$ cat config.mk
export PLATFORM = sky130hd
export DESIGN_NAME = actuator_jam_protection_top
export DESIGN_NICKNAME = d
export VERILOG_FILES = /design/src/hw/rtl/ajp_pkg.sv /design/src/hw/rtl/actuator_jam_protection_top.sv /design/src/hw/rtl/ajp_cfg.sv /design/src/hw/rtl/ajp_eval.sv
export VERILOG_INCLUDE_DIRS = /design/src /design/src/hw/rtl
export SDC_FILE = /design/constraint.sdc
export NUM_CORES = 1
export LEC_CHECK = 0
export BUFFER_PORTS_ARGS = -buffer_cell sky130_fd_sc_hd__buf_2
export CORE_MARGIN = 2
export CORE_UTILIZATION = 23
export CTS_BUF_LIST = sky130_fd_sc_hd__clkbuf_4 sky130_fd_sc_hd__clkbuf_8
export DETAILED_ROUTE_END_ITERATION = 6
export HOLD_SLACK_MARGIN = 0.02
export PLACE_DENSITY = 0.33
export SYNTH_ARGS = -nofsm -noshare
export SYNTH_HDL_FRONTEND = slang
export SYNTH_SLANG_ARGS = --single-unit
$ cat constraint.sdc
create_clock -name clk -period 14.9 [get_ports clk]
set_input_delay 0.745 -clock clk [delete_from_list [all_inputs] [get_ports clk]]
set_output_delay 0.745 -clock clk [all_outputs]
set_load 0.1 [all_outputs]
$ cat src/hw/rtl/actuator_jam_protection_top_assert.svh
// Assertion macros shared by the actuator jam protection RTL.
`ifndef ACTUATOR_JAM_PROTECTION_TOP_ASSERT_SVH
`define ACTUATOR_JAM_PROTECTION_TOP_ASSERT_SVH

// Same-cycle implication, sampled on clk and idle during reset.
`define AJP_ASSERT_IMPL(lbl, ante, cons, msg) \
  lbl: assert property (@(posedge clk) disable iff (!rst_n) (ante) |-> (cons)) \
    else $error(msg);

// Next-cycle implication, sampled on clk and idle during reset.
`define AJP_ASSERT_NEXT(lbl, ante, cons, msg) \
  lbl: assert property (@(posedge clk) disable iff (!rst_n) (ante) |=> (cons)) \
    else $error(msg);

`endif

$ cat src/hw/rtl/ajp_pkg.sv
// Types, codes and constants of the actuator jam protection block.
`timescale 1ns / 1ps

package ajp_pkg;

  // Width of the wrapping millisecond timestamps.
  localparam int TIME_BITS = 32;

  typedef logic [TIME_BITS-1:0] time_t;
  typedef logic [7:0]           pos_t;
  typedef logic [15:0]          win_t;
  typedef logic [5:0]           tol_t;

  // Hook command codes as carried on the input word.
  localparam logic [1:0] CMD_HOOK     = 2'd1;
  localparam logic [1:0] CMD_DECOUPLE = 2'd2;

  // Kind of action currently commanded.
  typedef enum logic [1:0] {
    KIND_NONE,
    KIND_HOOK,
    KIND_DECOUPLE,
    KIND_ADAPTIVE
  } kind_t;

  // Event reported with each result word.
  typedef enum logic [2:0] {
    EV_NONE,
    EV_MANUAL_UNLOCK,
    EV_JAM,
    EV_RELEASED_LOCK,
    EV_JAM_LOCK,
    EV_TIMEOUT_LOCK
  } event_t;

  // Configuration register indexes.
  typedef enum logic [2:0] {
    REG_HOOK_TOP,
    REG_HOOK_BOTTOM,
    REG_PALLET_TOP,
    REG_PALLET_BOTTOM,
    REG_TOLERANCE,
    REG_STUCK_WINDOW,
    REG_RELEASE_TIMEOUT,
    REG_FRESH_WINDOW
  } reg_idx_t;

  // Register values after reset.
  localparam pos_t RST_HOOK_TOP        = 8'd185;
  localparam pos_t RST_HOOK_BOTTOM     = 8'd240;
  localparam pos_t RST_PALLET_TOP      = 8'd130;
  localparam pos_t RST_PALLET_BOTTOM   = 8'd240;
  localparam tol_t RST_TOLERANCE       = 6'd5;
  localparam win_t RST_STUCK_WINDOW    = 16'd1000;
  localparam win_t RST_RELEASE_TIMEOUT = 16'd8000;
  localparam win_t RST_FRESH_WINDOW    = 16'd500;

  // Input word: one supervision tick.
  typedef struct packed {
    time_t      now_ms;
    time_t      feedback_ms;
    pos_t       pin_pos;
    pos_t       seat_pos;
    logic [1:0] hook_cmd;
    logic       adaptive_task;
    logic       auto_mode;
  } in_word_t;

  // Result word.
  typedef struct packed {
    logic   releasing;
    logic   locked;
    event_t stall_event;
  } out_word_t;

  // Configuration seen by the evaluation logic.
  typedef struct packed {
    pos_t hook_top_limit;
    pos_t hook_bottom_limit;
    pos_t pallet_top_limit;
    pos_t pallet_bottom_limit;
    tol_t extreme_tolerance;
    win_t stuck_window_ms;
    win_t release_timeout_ms;
    win_t fresh_window_ms;
  } cfg_t;

endpackage

$ cat src/hw/rtl/actuator_jam_protection_top.sv
// Top level of the actuator jam protection block: handshake stages and checks.
// Usage:
// Each input word on in_data is one supervision tick; it is taken at a rising
// edge with in_valid high and in_stall low. One result word per tick leaves on
// out_data and is taken at an edge with out_valid high and out_stall low.
// A tick is held in an input register while the supervision logic evaluates
// it, then lands in the result register once that is free, which raises
// out_valid. One tick per cycle is sustained while the receiver does not
// stall, set by the single evaluation pass between the two registers.
// When the receiver stalls, the result register holds its word; a further tick
// may still be taken into the input register, after which in_stall rises
// until the result is taken.
// Configuration goes via cfg_valid/cfg_ready (always ready) with register index
// and data; the user must write only with no tick in flight (unchecked here).
// Synchronous reset clears both stages, the supervision state and restores
// the register defaults.
`timescale 1ns / 1ps

module actuator_jam_protection_top (
  input  logic               clk,
  input  logic               rst_n,
  input  logic               in_valid,
  output logic               in_stall,
  input  ajp_pkg::in_word_t  in_data,
  output logic               out_valid,
  input  logic               out_stall,
  output ajp_pkg::out_word_t out_data,
  input  logic               cfg_valid,
  output logic               cfg_ready,
  input  ajp_pkg::reg_idx_t  cfg_index,
  input  logic [15:0]        cfg_data
);

  `include "actuator_jam_protection_top_assert.svh"

  ajp_pkg::cfg_t      cfg;
  ajp_pkg::in_word_t  s1_word_r;
  logic               s1_valid_r, s1_valid_nxt;
  ajp_pkg::out_word_t res;
  ajp_pkg::out_word_t out_word_r;
  logic               out_valid_r, out_valid_nxt;
  logic               advance, in_take;

  assign cfg_ready = 1'b1;

  ajp_cfg u_cfg (
    .clk      (clk),
    .rst_n    (rst_n),
    .wr_en    (cfg_valid && cfg_ready),
    .wr_index (cfg_index),
    .wr_data  (cfg_data),
    .cfg      (cfg)
  );

  // The tick in the input register moves on whenever the result slot frees.
  assign advance  = s1_valid_r && (!out_valid_r || !out_stall);
  assign in_stall = s1_valid_r && !advance;
  assign in_take  = in_valid && !in_stall;

  ajp_eval u_eval (
    .clk   (clk),
    .rst_n (rst_n),
    .cfg   (cfg),
    .item  (s1_word_r),
    .step  (advance),
    .res   (res)
  );

  // Valid flags of both stages.
  always_comb begin
    s1_valid_nxt  = in_take || (s1_valid_r && !advance);
    out_valid_nxt = advance || (out_valid_r && out_stall);
  end

  always_ff @(posedge clk) begin
    if (!rst_n) begin
      s1_valid_r  <= 1'b0;
      out_valid_r <= 1'b0;
    end else begin
      s1_valid_r  <= s1_valid_nxt;
      out_valid_r <= out_valid_nxt;
    end
  end

  // Payload registers load only on a transfer.
  always_ff @(posedge clk) begin
    if (in_take) begin
      s1_word_r <= in_data;
    end
    if (advance) begin
      out_word_r <= res;
    end
  end

  assign out_valid = out_valid_r;
  assign out_data  = out_word_r;

  // A stalled input implies a full, stalled result register.
  `AJP_ASSERT_IMPL(a_stall_cause, in_stall, out_valid_r && out_stall,
    "input stalled without a blocked result")
  // Releasing and locked are never shown together.
  `AJP_ASSERT_IMPL(a_release_lock_excl, out_valid_r,
    !(out_word_r.releasing && out_word_r.locked),
    "releasing and locked both set")
  // A jam event opens the release phase.
  `AJP_ASSERT_IMPL(a_jam_release,
    out_valid_r && out_word_r.stall_event == ajp_pkg::EV_JAM,
    out_word_r.releasing && !out_word_r.locked,
    "jam event without release phase")
  // Every lock event leaves the block locked.
  `AJP_ASSERT_IMPL(a_lock_events, out_valid_r &&
    (out_word_r.stall_event == ajp_pkg::EV_RELEASED_LOCK ||
     out_word_r.stall_event == ajp_pkg::EV_JAM_LOCK ||
     out_word_r.stall_event == ajp_pkg::EV_TIMEOUT_LOCK),
    out_word_r.locked && !out_word_r.releasing,
    "lock event without lock")
  // An accepted tick is in the input register in the following cycle.
  `AJP_ASSERT_NEXT(a_take_fill, in_take, s1_valid_r,
    "accepted tick lost")

endmodule

$ cat src/hw/rtl/ajp_cfg.sv
// Configuration register file of the actuator jam protection block.
`timescale 1ns / 1ps

module ajp_cfg (
  input  logic              clk,
  input  logic              rst_n,
  input  logic              wr_en,
  input  ajp_pkg::reg_idx_t wr_index,
  input  logic [15:0]       wr_data,
  output ajp_pkg::cfg_t     cfg
);

  ajp_pkg::cfg_t cfg_r;
  ajp_pkg::cfg_t cfg_nxt;

  // Decode the register index and keep the low bits each register needs.
  always_comb begin
    cfg_nxt = cfg_r;
    if (wr_en) begin
      case (wr_index)
        ajp_pkg::REG_HOOK_TOP:        cfg_nxt.hook_top_limit      = wr_data[7:0];
        ajp_pkg::REG_HOOK_BOTTOM:     cfg_nxt.hook_bottom_limit   = wr_data[7:0];
        ajp_pkg::REG_PALLET_TOP:      cfg_nxt.pallet_top_limit    = wr_data[7:0];
        ajp_pkg::REG_PALLET_BOTTOM:   cfg_nxt.pallet_bottom_limit = wr_data[7:0];
        ajp_pkg::REG_TOLERANCE:       cfg_nxt.extreme_tolerance   = wr_data[5:0];
        ajp_pkg::REG_STUCK_WINDOW:    cfg_nxt.stuck_window_ms     = wr_data;
        ajp_pkg::REG_RELEASE_TIMEOUT: cfg_nxt.release_timeout_ms  = wr_data;
        ajp_pkg::REG_FRESH_WINDOW:    cfg_nxt.fresh_window_ms     = wr_data;
        default: cfg_nxt = cfg_r;
      endcase
    end
  end

  // Registers load their documented defaults at reset.
  always_ff @(posedge clk) begin
    if (!rst_n) begin
      cfg_r.hook_top_limit      <= ajp_pkg::RST_HOOK_TOP;
      cfg_r.hook_bottom_limit   <= ajp_pkg::RST_HOOK_BOTTOM;
      cfg_r.pallet_top_limit    <= ajp_pkg::RST_PALLET_TOP;
      cfg_r.pallet_bottom_limit <= ajp_pkg::RST_PALLET_BOTTOM;
      cfg_r.extreme_tolerance   <= ajp_pkg::RST_TOLERANCE;
      cfg_r.stuck_window_ms     <= ajp_pkg::RST_STUCK_WINDOW;
      cfg_r.release_timeout_ms  <= ajp_pkg::RST_RELEASE_TIMEOUT;
      cfg_r.fresh_window_ms     <= ajp_pkg::RST_FRESH_WINDOW;
    end else begin
      cfg_r <= cfg_nxt;
    end
  end

  assign cfg = cfg_r;

endmodule

$ cat src/hw/rtl/ajp_eval.sv
// Supervision state and single-pass evaluation of one tick.
`timescale 1ns / 1ps

module ajp_eval (
  input  logic               clk,
  input  logic               rst_n,
  input  ajp_pkg::cfg_t      cfg,
  input  ajp_pkg::in_word_t  item,
  input  logic               step,
  output ajp_pkg::out_word_t res
);

  ajp_pkg::pos_t  last_pin_r,      last_pin_nxt;
  ajp_pkg::pos_t  last_seat_r,     last_seat_nxt;
  logic           seen_r;
  ajp_pkg::time_t pin_mt_r,        pin_mt_nxt;
  ajp_pkg::time_t seat_mt_r,       seat_mt_nxt;
  ajp_pkg::kind_t prev_kind_r,     kind;
  ajp_pkg::time_t inactive_r,      inactive_nxt;
  logic           release_r,       release_nxt;
  logic           lock_r,          lock_nxt;
  ajp_pkg::time_t rel_start_r,     rel_start_nxt;
  ajp_pkg::event_t ev;

  ajp_pkg::time_t now;
  ajp_pkg::time_t pin_mt_a, seat_mt_a;
  ajp_pkg::time_t rel_elapsed;
  ajp_pkg::time_t stuck_w;
  logic [8:0]     pin_tol, seat_tol;
  logic           pos_fresh, restart;
  logic           pin_top, pin_bot, seat_top, seat_bot, pin_mid, seat_mid;
  logic           pin_frozen, seat_frozen, pin_driven, seat_driven;

  assign now     = item.now_ms;
  assign stuck_w = ajp_pkg::time_t'(cfg.stuck_window_ms);

  // Position baselines, action kind and the move stamps that follow from them.
  always_comb begin
    pos_fresh = (now - item.feedback_ms) <= ajp_pkg::time_t'(cfg.fresh_window_ms);

    last_pin_nxt  = last_pin_r;
    last_seat_nxt = last_seat_r;
    pin_mt_a      = pin_mt_r;
    seat_mt_a     = seat_mt_r;
    if (!seen_r || item.pin_pos != last_pin_r) begin
      last_pin_nxt = item.pin_pos;
      pin_mt_a     = now;
    end
    if (!seen_r || item.seat_pos != last_seat_r) begin
      last_seat_nxt = item.seat_pos;
      seat_mt_a     = now;
    end

    if (item.hook_cmd == ajp_pkg::CMD_HOOK) begin
      kind = ajp_pkg::KIND_HOOK;
    end else if (item.hook_cmd == ajp_pkg::CMD_DECOUPLE) begin
      kind = ajp_pkg::KIND_DECOUPLE;
    end else if (item.adaptive_task) begin
      kind = ajp_pkg::KIND_ADAPTIVE;
    end else begin
      kind = ajp_pkg::KIND_NONE;
    end

    // A new action restarts the stamps unless it follows a short pause.
    inactive_nxt = inactive_r;
    restart      = 1'b0;
    if (kind == ajp_pkg::KIND_NONE) begin
      inactive_nxt = now;
    end else if (kind != prev_kind_r) begin
      restart = (prev_kind_r != ajp_pkg::KIND_NONE) || ((now - inactive_r) >= stuck_w);
    end
    if (restart) begin
      pin_mt_a  = now;
      seat_mt_a = now;
    end
  end

  // End windows, computed one bit wider so that they never wrap; frozen and driven flags.
  always_comb begin
    pin_tol     = {1'b0, item.pin_pos} + {3'b000, cfg.extreme_tolerance};
    seat_tol    = {1'b0, item.seat_pos} + {3'b000, cfg.extreme_tolerance};
    pin_top     = {1'b0, item.pin_pos}
                  <= ({1'b0, cfg.hook_top_limit} + {3'b000, cfg.extreme_tolerance});
    pin_bot     = pin_tol >= {1'b0, cfg.hook_bottom_limit};
    seat_top    = {1'b0, item.seat_pos}
                  <= ({1'b0, cfg.pallet_top_limit} + {3'b000, cfg.extreme_tolerance});
    seat_bot    = seat_tol >= {1'b0, cfg.pallet_bottom_limit};
    pin_mid     = !pin_top && !pin_bot;
    seat_mid    = !seat_top && !seat_bot;
    pin_frozen  = (now - pin_mt_a) >= stuck_w;
    seat_frozen = (now - seat_mt_a) >= stuck_w;
    rel_elapsed = now - rel_start_r;
    pin_driven  = 1'b1;
    seat_driven = 1'b1;
    if (kind == ajp_pkg::KIND_HOOK) begin
      pin_driven  = item.pin_pos >= cfg.hook_top_limit;
      seat_driven = !pin_driven;
    end
  end

  // Mode handling: manual unlock, release phase, or jam detection.
  always_comb begin
    release_nxt   = release_r;
    lock_nxt      = lock_r;
    rel_start_nxt = rel_start_r;
    pin_mt_nxt    = pin_mt_a;
    seat_mt_nxt   = seat_mt_a;
    ev            = ajp_pkg::EV_NONE;
    if (!item.auto_mode) begin
      if (lock_r || release_r) begin
        ev = ajp_pkg::EV_MANUAL_UNLOCK;
      end
      release_nxt = 1'b0;
      lock_nxt    = 1'b0;
      pin_mt_nxt  = now;
      seat_mt_nxt = now;
    end else if (release_r) begin
      if (pin_top && seat_bot) begin
        release_nxt = 1'b0;
        lock_nxt    = 1'b1;
        ev          = ajp_pkg::EV_RELEASED_LOCK;
      end else if (((pin_frozen && pin_mid) || (seat_frozen && seat_mid))
                   && (rel_elapsed > stuck_w)) begin
        release_nxt = 1'b0;
        lock_nxt    = 1'b1;
        ev          = ajp_pkg::EV_JAM_LOCK;
      end else if (rel_elapsed > ajp_pkg::time_t'(cfg.release_timeout_ms)) begin
        release_nxt = 1'b0;
        lock_nxt    = 1'b1;
        ev          = ajp_pkg::EV_TIMEOUT_LOCK;
      end
    end else if (!lock_r && pos_fresh && kind != ajp_pkg::KIND_NONE) begin
      if ((pin_driven && pin_frozen && pin_mid) ||
          (seat_driven && seat_frozen && seat_mid)) begin
        release_nxt   = 1'b1;
        rel_start_nxt = now;
        pin_mt_nxt    = now;
        seat_mt_nxt   = now;
        ev            = ajp_pkg::EV_JAM;
      end
    end
  end

  // State advances once for every tick that moves to the result register.
  always_ff @(posedge clk) begin
    if (!rst_n) begin
      last_pin_r  <= '0;
      last_seat_r <= '0;
      seen_r      <= 1'b0;
      pin_mt_r    <= '0;
      seat_mt_r   <= '0;
      prev_kind_r <= ajp_pkg::KIND_NONE;
      inactive_r  <= '0;
      release_r   <= 1'b0;
      lock_r      <= 1'b0;
      rel_start_r <= '0;
    end else if (step) begin
      last_pin_r  <= last_pin_nxt;
      last_seat_r <= last_seat_nxt;
      seen_r      <= 1'b1;
      pin_mt_r    <= pin_mt_nxt;
      seat_mt_r   <= seat_mt_nxt;
      prev_kind_r <= kind;
      inactive_r  <= inactive_nxt;
      release_r   <= release_nxt;
      lock_r      <= lock_nxt;
      rel_start_r <= rel_start_nxt;
    end
  end

  assign res.releasing   = release_nxt;
  assign res.locked      = lock_nxt;
  assign res.stall_event = ev;

endmodule
==> flow_metrics.env <==
export IMPL_synth_top_area_cell="dfxtp_1"
export IMPL_critPathArrivalTime_ps=13380
export IMPL_r2r_worst_path_cells=47
export IMPL_grt_setup_unrepaired="false"
export IMPL_core_rowCount=124
export IMPL_effective_utilization_at_floorplan=0.232
export IMPL_power_per_cell_area_nw_per_um2=91.6
export IMPL_most_common_library_cells_after_synthesis="nand2_1, a21oi_1, ha_1, dfxtp_1, inv_1"
export IMPL_finalHoldViolations=0
export IMPL_totalNegativeSetupSlack_ps=0
export IMPL_combinational_family_with_the_most_area_after_synthesis="compound AO/OA/AOI/OAI gates"
export IMPL_global_route_overflow_total=0
export IMPL_top_level_ports=116
export IMPL_yosys_cell_count_top_type="nand2_1"
export IMPL_via_count_of_the_first_global_routing_pass=23700
export IMPL_postRouteAntennaNets=0
export IMPL_cts_root_buf="clkbuf_8"
export IMPL_cts_max_level=3
export IMPL_mapped_cells=3283
export IMPL_finalCritPeriodShare=0.858
export IMPL_drt_wirelength_per_cell_um=19.9
export IMPL_finalSetupViolCount=0
export IMPL_syn_area_per_cell_um2=8.04
export IMPL_post_route_util=0.264
export IMPL_power_total_mw=2.76
export IMPL_fraction_of_the_mapped_netlist_area_in_simple_logic_gates=0.194
export IMPL_via_count=23600
export IMPL_syn2layout_area_growth_pct=14.1
export IMPL_max_clock_freq_ghz=0.0782
export IMPL_place_congestion=0.810
export IMPL_normalized_max_slew_margin=0.292
export IMPL_synth_net_count=3709
export IMPL_outcome="finished clean"
export IMPL_cts_buffers=71
export IMPL_place_detailed_hpwl_mm=76.2
export IMPL_floorplan_core_area_um2=114000
export IMPL_post_cts_resized_instances=0
export IMPL_slew_viol_final=0
export IMPL_placed_cells_incl_taps=4820
export IMPL_compound_cell_area_share_of_the_yosys_netlist=0.216
export IMPL_register_area_um2=7420
export IMPL_die_w_um=343
export IMPL_critPathKind="reg -> reg"
export IMPL_ctsHoldBuffers=0
export IMPL_groute_usage_overall=0.166
export IMPL_drv_cap=0
export IMPL_clockBufferDepth=3
export IMPL_synth_yosys_warnings=0
export IMPL_drt_total_wl_mm=98.7
export IMPL_worstPathRequired_ps=15500
export IMPL_cp_end_kind="flip-flop"
export IMPL_clkLatencyLatePin_ps=690
export IMPL_grt_antenna_before_repair=4
export IMPL_cts_setup_buffers=0
export IMPL_cpPeakStageDelay_ps=740
export IMPL_final_design_area_no_fill_um2=30100
export IMPL_synthFlopType="dfxtp_1"
export IMPL_yosys_register_bits=326
export IMPL_path_max_fanout=32
export IMPL_multiInputGateArea_um2=17600
export IMPL_clock_pin_slew_on_the_worst_setup_and_hold_paths_ps=70
export IMPL_fill_cells=12500
export IMPL_pin_count_of_the_biggest_net_entering_global_routing=70
export IMPL_synth_xor_xnor_area_share=0.0461
export IMPL_worst_slew_pin_slew_ps=1060
export IMPL_worstHoldStart="in_data[61]"
export IMPL_place_port_buffers=114
export IMPL_postSynth_asyncResetShare=0
export IMPL_worst_hold_path_num_cells=1
export IMPL_grt_pass1_wl_mm=149
export IMPL_clock_tree_from_tritoncts="yes"
export IMPL_cpMaxStageDelayCell="edfxtp_1"
export IMPL_critical_path_startpoint_type="flip-flop"
export IMPL_layoutNonFillerInstCount=4947
export IMPL_die_h_um=343
export IMPL_synthMuxAreaShare=0.0529
export IMPL_reg2reg_setup_slack_ps=2120
export IMPL_final_period_minus_worst_setup_slack_ps=12780
export IMPL_proportion_of_layout_cells_with_a_drive_suffix_above_1=0.0985
export IMPL_register_area_share_after_synthesis=0.281
export IMPL_power_leakage_nw=12.2
export IMPL_min_path_type="in -> reg"
export IMPL_numClockSinks=326
export IMPL_synthDominantCellAreaShare=0.180
export IMPL_r2r_start="s1_word_r[56]"
export IMPL_first_iter_violations=1498
export IMPL_finClkSkew_ps=35.6
export IMPL_regToRegEndpoint="u_eval.seat_mt_r[4]"
export IMPL_die_area_um2=118000
export IMPL_synth_adder_area_share=0.154
export IMPL_ys_types=102
export IMPL_remaining_drc_errors=0
export IMPL_vdd_ir_drop_max_uv=53.6
export IMPL_place_area_um2=28700
export IMPL_largest_cells_by_area_after_synthesis="dfxtp_1, ha_1, edfxtp_1"
export IMPL_worst_hold_path_endpoint="s1_word_r[61]"
export IMPL_detail_route_first_pass_iterations=5
export IMPL_total_number_of_nets_in_the_final_design=3807
export IMPL_synth_edf_count=89
export IMPL_syn_cell_area_um2=26400
export IMPL_viasPerCell=4.76
metal layers:
| metal | share of wire | vias to the layer above | GRT usage |
|---|---|---|---|
| met1 | 0.49 | 11200 | 0.226 |
| li1 | - | 12000 | - |
| met4 | 0.018 | 0 | 0.0421 |
| met2 | 0.47 | 354 | 0.277 |
| met5 | 0 | - | 0 |
| met3 | 0.028 | 104 | 0.0192 |
where the power goes:
part           switching [mW]  total [mW]  internal (mW)  leakage, nW
Combinational           0.453       0.729          0.277         8.63
Clock                   0.459        1.05          0.591        0.782
Sequential             0.0334       0.981          0.948         2.79
cells by family (layout without fill, tap and decap cells):
group | after synthesis | count (layout)
AND/OR/NAND/NOR | 1088 | 1088
multiplexers | 138 | 138
XOR/XNOR | 139 | 139
AO/OA/AOI/OAI | 909 | 909
buffers and inverters | 361 | 511
flip-flops | 326 | 326
adder cells (fa/ha/maj) | 321 | 321
other | 1 | 3
placed cells by master (no fill, tap or decap), types with 47 or more instances in the layout:
cell type	synthesis	routed
xnor2_1	89	89
mux2i_1	131	131
nand2b_1	68	68
buf_4	5	47
inv_1	225	225
dfxtp_1	237	237
o21ai_1	50	50
a21o_1	93	93
a21oi_1	344	342
nor2b_1	60	59
nand4_1	55	55
buf_2	9	113
xor2_1	50	50
ha_1	309	309
nand3_1	95	95
edfxtp_1	89	89
o21ai_0	139	139
nor2_1	175	174
nand2_1	492	491
o211ai_1	55	55
clkbuf_8	0	84
critical path, delay by kind of cell, from the launching register on:
kind | cells | cell delay (ps)
AOI/OAI and AO/OA | 23 | 5700
xor gates and xnor gates | 2 | 290
adders and majority gates | 4 | 1170
buffers and inverters | 1 | 470
DFF | 1 | 740
muxes | 3 | 690
and+or+nand+nor | 14 | 3590
worst max-delay path by stage:
stage                     slack (ps)  cells after the start          start              endpoint
final                           2120                     47  s1_word_r[56]   u_eval.seat_mt_r[4]
after global routing             870                     49  s1_word_r[56]    u_eval.pin_mt_r[0]
after CTS                       2050                     47  s1_word_r[56]   u_eval.seat_mt_r[6]
after detailed placement        2110                     46  s1_word_r[56]   u_eval.pin_mt_r[19]
after global placement          2200                     48  s1_word_r[56]    u_eval.pin_mt_r[0]
after floorplan                 4760                     47  s1_word_r[53]  u_eval.seat_mt_r[10]
layout make-up:
type                            instances  area share
Multi-Input combinational cell       2596       0.584
Sequential cell                       326       0.246
Tap cell                             1512      0.0628
Clock buffer                          102      0.0429
Timing Repair Buffer                  160      0.0305
Inverter                              226      0.0282
Clock inverter                         23     0.00544
Antenna cell                            2    0.000166
sequential cells by signal, indices dropped and copies added, names as in the netlist:
| signal | cells |
|---|---|
| u_eval.last_pin_r | 8 |
| u_eval.seen_r | 1 |
| u_eval.pin_mt_r | 32 |
| u_eval.lock_r | 1 |
| u_eval.last_seat_r | 8 |
| u_eval.seat_mt_r | 32 |
| out_valid | 1 |
| s1_valid_r | 1 |
| out_data | 5 |
| u_eval.rel_start_r | 32 |
| u_cfg.cfg | 86 |
| u_eval.prev_kind_r | 2 |
| s1_word_r | 84 |
| u_eval.release_r | 1 |
| u_eval.inactive_r | 32 |
per-stage QoR:
step | hold WS, ps | setup WS, ps
after floorplan | 436 | 4760
after global placement | 443 | 2200
after detailed placement | 447 | 2110
after CTS | 142 | 2050
after global routing | 175 | 874
final | 227 | 2120
(Power assumes the default switching activity.)
